$ cat config.mk
export PLATFORM = sky130hd
export DESIGN_NAME = fiber_run_queue_scheduler
export DESIGN_NICKNAME = d
export VERILOG_FILES = /design/src/rtl/frqs_pkg.sv /design/src/rtl/fiber_run_queue_scheduler.sv
export SDC_FILE = /design/constraint.sdc
export NUM_CORES = 1
export LEC_CHECK = 0
export BUFFER_PORTS_ARGS = -buffer_cell sky130_fd_sc_hd__buf_2
export CAP_MARGIN = 10
export CORE_AREA = 2 2 124 126
export DETAILED_ROUTE_END_ITERATION = 6
export DIE_AREA = 0 0 126 128
export PLACE_DENSITY = 0.75
export SLEW_MARGIN = 20
export SYNTH_ARGS = -nofsm -noshare
export SYNTH_HDL_FRONTEND = slang
export SYNTH_SLANG_ARGS = --single-unit
export TNS_END_PERCENT = 50
$ cat constraint.sdc
create_clock -name clk -period 3.3 [get_ports clk]
set_input_delay 0.33 -clock clk [delete_from_list [all_inputs] [get_ports clk]]
set_output_delay 0.33 -clock clk [all_outputs]
set_load 0.005 [all_outputs]
$ cat src/rtl/frqs_pkg.sv
`timescale 1ns / 1ps
// ----------------------------------------------------------------------------
// frqs_pkg
// Shared types and codes for the fiber run-queue scheduler.
// ----------------------------------------------------------------------------
package frqs_pkg;

  // Command codes carried by the input word
  typedef enum logic [2:0] {
    CMD_CREATE = 3'd0,
    CMD_YIELD  = 3'd1,
    CMD_WAIT   = 3'd2,
    CMD_NOTIFY = 3'd3,
    CMD_EXIT   = 3'd4
  } cmd_t;

  // Per-fiber status codes
  typedef enum logic [2:0] {
    ST_UNUSED   = 3'd0,
    ST_IDLE     = 3'd1,
    ST_RUNNABLE = 3'd2,
    ST_NOTIFIED = 3'd3,
    ST_WAITING  = 3'd4,
    ST_FINISHED = 3'd5
  } status_t;

  // Width of the fiber id field on the ports
  localparam int ID_W = 4;

  // Largest number of fibers the id field can address
  localparam int ID_SPACE = 1 << ID_W;

endpackage

$ cat src/rtl/fiber_run_queue_scheduler.sv
`timescale 1ns / 1ps
// ----------------------------------------------------------------------------
// fiber_run_queue_scheduler
// Cooperative round-robin fiber scheduler with a FIFO run queue.
// Path: an accepted word goes to the input register, then its result to the
//   result register; a stalled result holds the next word in place.
// Throughput: 1 word per cycle unless the result side stalls, set by the
//   single-pass status table and queue pointer update between the registers.
// Reset (rst, synchronous): fiber 0 idle, all others unused, queue empty,
//   idle fiber running; no clearing pass, the block is ready at once.
// ----------------------------------------------------------------------------
module fiber_run_queue_scheduler #(
  parameter int MAX_FIBERS = 16
) (
  input  logic       clk,
  input  logic       rst,
  // command channel
  input  logic       in_valid,
  output logic       in_ready,
  input  logic [2:0] command,
  input  logic [3:0] fiber_id,
  // result channel
  output logic       out_valid,
  input  logic       out_ready,
  output logic [3:0] current_fiber,
  output logic [3:0] previous_fiber,
  output logic       switched,
  output logic       rejected,
  output logic [2:0] target_status,
  output logic [3:0] queue_length
);

  // Only ids below the port's id space can ever be touched, so the tables
  // are sized by the smaller of the two.
  localparam int NS = (MAX_FIBERS < frqs_pkg::ID_SPACE) ? MAX_FIBERS : frqs_pkg::ID_SPACE;
  localparam int IW = $clog2(NS);

  // Tables and queue state
  frqs_pkg::status_t status [NS];
  logic [IW-1:0]     run_queue [NS];
  logic [IW-1:0]     queue_head;
  logic [IW-1:0]     queue_tail;
  logic [IW-1:0]     queue_count;
  logic [IW-1:0]     running;

  // Input register
  logic       in_full;
  logic [2:0] cmd_r;
  logic [3:0] id_r;

  // Result register
  logic       res_full;
  logic [3:0] cur_r;
  logic [3:0] prev_r;
  logic       sw_r;
  logic       rej_r;
  logic [2:0] tstat_r;
  logic [3:0] qlen_r;

  logic advance;

  assign advance  = in_full && (!res_full || out_ready);
  assign in_ready = !in_full || advance;

  // Combinational update
  logic              in_range;
  logic [IW-1:0]     tid;
  frqs_pkg::status_t cur_st;
  frqs_pkg::status_t tgt_st;
  logic              st_we;
  logic [IW-1:0]     st_idx;
  frqs_pkg::status_t st_val;
  logic              push;
  logic [IW-1:0]     push_id;
  logic              pop;
  logic              resched;
  logic              requeue;
  logic              rej;
  logic [IW-1:0]     running_next;
  logic [IW-1:0]     queue_head_next;
  logic [IW-1:0]     queue_tail_next;
  logic [IW-1:0]     queue_count_next;
  logic [2:0]        tstat;

  assign in_range = int'(id_r) < MAX_FIBERS;
  assign tid      = id_r[IW-1:0];
  assign cur_st   = status[running];
  assign tgt_st   = status[tid];

  // Command decode: at most one status write and at most one append per command
  always_comb begin
    st_we   = 1'b0;
    st_idx  = tid;
    st_val  = frqs_pkg::ST_RUNNABLE;
    push    = 1'b0;
    push_id = tid;
    resched = 1'b0;
    requeue = 1'b0;
    rej     = 1'b0;
    unique case (cmd_r)
      frqs_pkg::CMD_CREATE: begin
        if (!in_range || tid == '0 || tid == running ||
            (tgt_st != frqs_pkg::ST_UNUSED && tgt_st != frqs_pkg::ST_FINISHED)) begin
          rej = 1'b1;
        end else begin
          st_we = 1'b1;
          push  = 1'b1;
        end
      end
      frqs_pkg::CMD_YIELD: begin
        resched = 1'b1;
        requeue = (cur_st == frqs_pkg::ST_RUNNABLE) || (cur_st == frqs_pkg::ST_NOTIFIED);
      end
      frqs_pkg::CMD_WAIT: begin
        st_idx = running;
        if (cur_st == frqs_pkg::ST_RUNNABLE) begin
          st_we   = 1'b1;
          st_val  = frqs_pkg::ST_WAITING;
          resched = 1'b1;
        end else if (cur_st == frqs_pkg::ST_NOTIFIED) begin
          st_we = 1'b1;
        end
      end
      frqs_pkg::CMD_NOTIFY: begin
        if (in_range) begin
          if (tgt_st == frqs_pkg::ST_RUNNABLE) begin
            st_we  = 1'b1;
            st_val = frqs_pkg::ST_NOTIFIED;
          end else if (tgt_st == frqs_pkg::ST_WAITING) begin
            st_we = 1'b1;
            push  = 1'b1;
          end
        end
      end
      frqs_pkg::CMD_EXIT: begin
        if (running != '0) begin
          st_we   = 1'b1;
          st_idx  = running;
          st_val  = frqs_pkg::ST_FINISHED;
          resched = 1'b1;
        end
      end
      default: begin
      end
    endcase

    // Requeue the running fiber only if someone else is waiting; with an
    // empty queue it would just pop itself back.
    if (resched && requeue && queue_count != '0) begin
      push    = 1'b1;
      push_id = running;
    end
    pop = resched && (queue_count != '0);

    running_next = running;
    if (resched) begin
      if (queue_count != '0) begin
        running_next = run_queue[queue_head];
      end else if (!requeue) begin
        running_next = '0;
      end
    end

    queue_head_next = queue_head;
    if (pop) begin
      queue_head_next = (queue_head == IW'(NS - 1)) ? '0 : queue_head + 1'b1;
    end
    queue_tail_next = queue_tail;
    if (push) begin
      queue_tail_next = (queue_tail == IW'(NS - 1)) ? '0 : queue_tail + 1'b1;
    end
    queue_count_next = queue_count + IW'(push) - IW'(pop);

    // Target status after the write
    if (!in_range) begin
      tstat = frqs_pkg::ST_UNUSED;
    end else if (st_we && st_idx == tid) begin
      tstat = st_val;
    end else begin
      tstat = tgt_st;
    end
  end

  // Input register
  always_ff @(posedge clk) begin
    if (rst) begin
      in_full <= 1'b0;
    end else if (in_ready) begin
      in_full <= in_valid;
    end
    if (in_ready && in_valid) begin
      cmd_r <= command;
      id_r  <= fiber_id;
    end
  end

  // Scheduler state
  always_ff @(posedge clk) begin
    if (rst) begin
      for (int i = 0; i < NS; i++) begin
        status[i] <= (i == 0) ? frqs_pkg::ST_IDLE : frqs_pkg::ST_UNUSED;
      end
      queue_head  <= '0;
      queue_tail  <= '0;
      queue_count <= '0;
      running     <= '0;
    end else if (advance) begin
      if (st_we) begin
        status[st_idx] <= st_val;
      end
      queue_head  <= queue_head_next;
      queue_tail  <= queue_tail_next;
      queue_count <= queue_count_next;
      running     <= running_next;
    end
  end

  // Run queue ring
  always_ff @(posedge clk) begin
    if (advance && push) begin
      run_queue[queue_tail] <= push_id;
    end
  end

  // Result register
  always_ff @(posedge clk) begin
    if (rst) begin
      res_full <= 1'b0;
    end else if (advance) begin
      res_full <= 1'b1;
    end else if (out_ready) begin
      res_full <= 1'b0;
    end
    if (advance) begin
      cur_r   <= 4'(running_next);
      prev_r  <= 4'(running);
      sw_r    <= running_next != running;
      rej_r   <= rej;
      tstat_r <= tstat;
      qlen_r  <= 4'(queue_count_next);
    end
  end

  assign out_valid      = res_full;
  assign current_fiber  = cur_r;
  assign previous_fiber = prev_r;
  assign switched       = sw_r;
  assign rejected       = rej_r;
  assign target_status  = tstat_r;
  assign queue_length   = qlen_r;

endmodule

* Word-level counts from Yosys, hierarchy flattened
Memories as Yosys holds them, arrays and structs flattened. A register that Yosys moved wholly into a read port is not among the register bits.
Cells that the tools add are included.
** Word-level totals
- Register bits :: 42
- Bits in latches :: 0
- Memory bits (writable) :: 112
- Bits in read-only memories :: 0
- Output and inout port bits :: 19
- Word-level logic and storage cells :: 103
- Memories kept :: 2
** Memories
- run_queue :: depth 16, width 4, rd ports 1, clocked after Yosys merged registers in 1, wr ports 1, RTL line fiber_run_queue_scheduler.sv:40 : logic [IW-1:0] run_queue [NS];
- status :: depth 16, width 3, rd ports 2, clocked after Yosys merged registers in 2, wr ports 16, RTL line fiber_run_queue_scheduler.sv:39 : frqs_pkg::status_t status [NS];
** Operators by class
- Add/subtract/negate cells :: 4
- Multipliers :: 0
- Divide/modulo/power cells :: 0
- Magnitude comparators :: 0
- Eq/ne operators :: 14
- Shift operators :: 0
- Multiplexer cells :: 45
- Bitwise gates (word level) :: 0
- Reductions and logical operators :: 24
** Operators by type and width (number)
- two-way mux 4 bit :: 13
- two-way mux 1 bit :: 23
- equality test 3 x 2 -> 1 bit, second input constant :: 5
- two-way mux 3 bit :: 4
- case mux 3 bit (3 select lines) :: 1
- adder 4 x 1 -> 4 bit, second input constant :: 2
- equality test 4 bit :: 2
- equality test 4 bit, second input constant :: 2
- logical AND 1 bit :: 8
- case mux 4 bit (2 select lines) :: 1
- nonzero test 4 bit :: 2
- equality test 3 bit, second input constant :: 2
- logical OR 1 bit :: 5
- adder 4 x 1 -> 4 bit :: 1
- logical NOT 4 bit :: 1
- != test 4 bit :: 1
- case mux 1 bit (4 select lines) :: 1
- AND reduction 2 bit :: 2
- subtractor 4 x 1 -> 4 bit :: 1
- equality test 3 x 1 -> 1 bit, second input constant :: 1
- logical NOT 3 bit :: 1
- != test 3 bit, second input constant :: 1
- case mux 1 bit (3 select lines) :: 1
- nonzero test 3 bit :: 1
- 4 further kinds :: 5

* Depth between registers and ports, before layout
- Word-level depth :: 11
- Mapped depth :: 16

* Worst setup path after synthesis
Ideal clock, no wire load.
- Path type :: flip-flop to flip-flop
- Start :: register with a tool-made name
- End :: register queue_count[3]
- Setup time :: 86 ps
- Arrival :: 3075 ps
- Data required time :: 3214 ps
- Setup slack :: 140 ps
- Cell stages (with the launch flop) :: 15
- Path buffers :: 1
- Period minus slack after synthesis :: 3160 ps
- Path through :: dfxtp_1 -> buf_2 -> mux4_2 -> a2111oi_0 -> nor3_1 -> a31o_2 -> inv_2 -> ha_1 -> inv_1 -> ha_1 -> a21o_1 -> a21oi_1 -> xor2_1 -> nor2_1 -> a211oi_1
** RTL lines
- to (signal assigned) :: RTL line fiber_run_queue_scheduler.sv:213 : queue_count <= queue_count_next;
- to (decl) :: RTL line fiber_run_queue_scheduler.sv:43 : logic [IW-1:0] queue_count;

==> flow_summary.json <==
{
  "clockRootBuffer": "clkbuf_16",
  "synth_top_area_share_pct": 50.15,
  "fp.dieW_um": 126,
  "yosys_warnings": 0,
  "slew_violations": 0,
  "power_frac_comb_pct": 9.5,
  "clk_path_buf_depth": 2,
  "dpl.hpwl_um": 14690,
  "synth.most_common_cell": "edfxtp_1",
  "cts_buffers": 17,
  "die-area_um2": 16130,
  "synth-edff-count": 136,
  "netlist_instances": 645,
  "p_seq_share_pct": 50.8,
  "p_leak_nw": 3.321,
  "grt_pass1_vias": 5684,
  "cts_sinks": 166,
  "yosysSeqAreaShare_pct": 57.52,
  "cp_max_fo": 8,
  "clk-insertion-delay-late_ps": 440,
  "synthToLayoutAreaGrowth_pct": 15.89,
  "wl_per_cell_um": 22.62,
  "port_buffers": 29,
  "synth_top_area_cell": "edfxtp_1",
  "drtIter0Drc": 855,
  "vias": 5983,
  "syn-num-nets": 667,
  "max-vdd-ir-drop_mv": 0.3066,
  "p_per_area_nw_per_um2": 492.1,
  "synth_fa_ha_area_share_pct": 1.782,
  "largest_register": "run_queue",
  "design.core.area_um2": 14860,
  "nFillCells": 1134,
  "worstSetupEndpointType": "flop",
  "timing.final.crit_share_pct": 98.42,
  "gr-total-overflow": 0,
  "async_flop_share_pct": 0,
  "hp-class": "input port to flop",
  "fin_setup_tns_ps": 0,
  "critPathLaunchType": "flop",
  "ys_seq_elements": 166,
  "setup_viol": 0,
  "synth_ff_type": "edfxtp_1",
  "drt-total-wl_um": 20600,
  "yosys.area_share.xor_xnor_pct": 0.7528,
  "status": "finished, final reports clean",
  "drc": 0,
  "ff2ff_setup_slack_ps": 50,
  "max_freq_ghz": 0.3079,
  "viasPerCell": 6.568,
  "finalClockSkew_ps": 13.42,
  "arrival_ps": 3450,
  "worstMarginPinSlew_ps": 963.5,
  "top_regs": "run_queue (64), status (48)",
  "io_pins": 30,
  "hold_buffers": 0,
  "cap_violations": 0,
  "synth_cell_types": 72,
  "tritoncts": "yes",
  "rows": 45,
  "die_h_um": 128,
  "layout_min_cycle_time_ps": 3248,
  "cts_max_level": 4,
  "finalNetCount": 732,
  "grt_max_degree": 24,
  "antenna_found_initial": 0,
  "antenna_cells": 0,
  "drive_gt1_share_pct": 25.17,
  "critPathKind": "flop to flop",
  "postRouteAntennaNets": 0,
  "gr-usage-all-layers_pct": 25.95,
  "required_ps": 3500,
  "grt_pass1_wl_um": 31620,
  "synthMuxAreaShare_pct": 11.57,
  "initial_core_util_pct": 54.79,
  "synth_area_um2": 8144,
  "ff2ff_path_depth": 13,
  "clockPowerShare_pct": 39.7,
  "largest_reg_flops": 64,
  "worstHoldStart": "command[1]",
  "min_to": "cmd_r[1]",
  "hold_depth": 1,
  "sw_frac_of_total_pct": 24.87,
  "r2r-end": "queue_length[2]",
  "finalHoldViolCount": 0,
  "power.switching_mw": 1.155,
  "ys_top_cells_by_count": "136 x edfxtp_1, 55 x nor2_1, 48 x nand2_1",
  "first_pass_iters": 7,
  "synth_compound_area_share_pct": 10.28,
  "yosys-top-cells-area": "edfxtp_1 50%, mux4_2 7.7%, dfxtp_1 7.4%",
  "slew-limit-headroom_pct": 35.70,
  "synth_area_per_cell_um2": 12.63,
  "synth_top_family_by_area": "simple AND/OR/NAND/NOR gates",
  "gp_congestion": 1.032,
  "synthSimpleGateAreaFrac_pct": 14.21,
  "path_clk_slew_ps": 70,
  "hold_ws_ps": 67.07,
  "p_total_mw": 4.644,
  "p_int_mw": 3.489
}
-- worst max-delay path by stage --
| stage | start | to | slack [ps] | cells after the start |
|---|---|---|---|---|
| after global placement | flop | queue_count[3] | -150 | 13 |
| after global routing | flop | queue_count[2] | -40 | 14 |
| after detailed placement | flop | queue_count[3] | -180 | 13 |
| final | flop | queue_length[2] | 50 | 13 |
| after floorplan | flop | queue_count[3] | 140 | 14 |
| after CTS | flop | queue_count[2] | 10 | 15 |
-- power groups by stage --
stage | Combinational (mW) | Sequential, mW | Clock [mW]
floorplan | 0.265 | 2.38 | 0
global placement | 0.384 | 2.40 | 0
detailed placement | 0.397 | 2.40 | 0
CTS | 0.401 | 2.36 | 1.86
global route | 0.474 | 2.36 | 1.95
finish | 0.440 | 2.36 | 1.85
-- critical path, stage by stage, from the launching register on --
cell and delay, ps:
dfxtp_4 370, buf_12 150, mux2i_1 140, mux4_2 550
xor2_2 180, nor3_2 220, o21a_4 160, nor2_2 50
ha_1 270, inv_1 40, ha_1 200, fa_2 380
xor2_2 170, buf_4 130
-- layout make-up --
class / instances / area, um^2 / share of cell area, %
Sequential cell: 166 / 4698 / 49.78
Multi-Input combinational cell: 409 / 3223 / 34.15
Timing Repair Buffer: 88 / 630.6 / 6.682
Clock buffer: 19 / 432.9 / 4.587
Tap cell: 188 / 235.2 / 2.492
Clock inverter: 13 / 112.6 / 1.193
Inverter: 28 / 105.1 / 1.114
-- metrics by stage --
stage	util (%)	setup WS (ps)	instances	cell area, um^2
finish	63.49	52.07	911	9438
global route	63.49	-35.54	911	9438
CTS	62.48	14.46	903	9288
detailed placement	58.67	-182.2	871	8721
global placement	58.67	-148.0	871	8721
floorplan	-	139.9	645	8144
-- cells in the final DEF (no fill, tap or decap), drive strengths merged, types with 20 or more instances in the layout --
master and count:
nor2 55, mux2i 24, nand2 48, clkbuf 20, dfxtp 30, buf 87, edfxtp 136, mux4 28
inv 36
-- what timing repair did --
item / CTS / global route
cloned: 0 / 1
pin swaps: 0 / 5
endpoints found under the hold margin: 0 / 0
setup endpoints to repair: 6 / 4
buffers inserted: 0 / 7
gates resized for setup: 8 / 17
-- cell families (layout without fill, tap and decap cells) --
kind of cell / count (synthesis) / count (layout)
AO/OA/AOI/OAI: 114 / 114
buffers and inverters: 70 / 148
AND/OR/NAND/NOR: 219 / 219
multiplexers: 58 / 58
adder cells (fa/ha/maj): 11 / 11
XOR/XNOR: 7 / 7
flip-flops: 166 / 166
-- routing by layer --
metal	vias to the layer above	share of wire [%]	GRT usage, %
met2	388	47	40.01
met4	0	2.3	9.308
li1	2626	-	-
met1	2911	41	36.89
met5	-	0	0
met3	58	10	5.509
(Power assumes the default switching activity.)
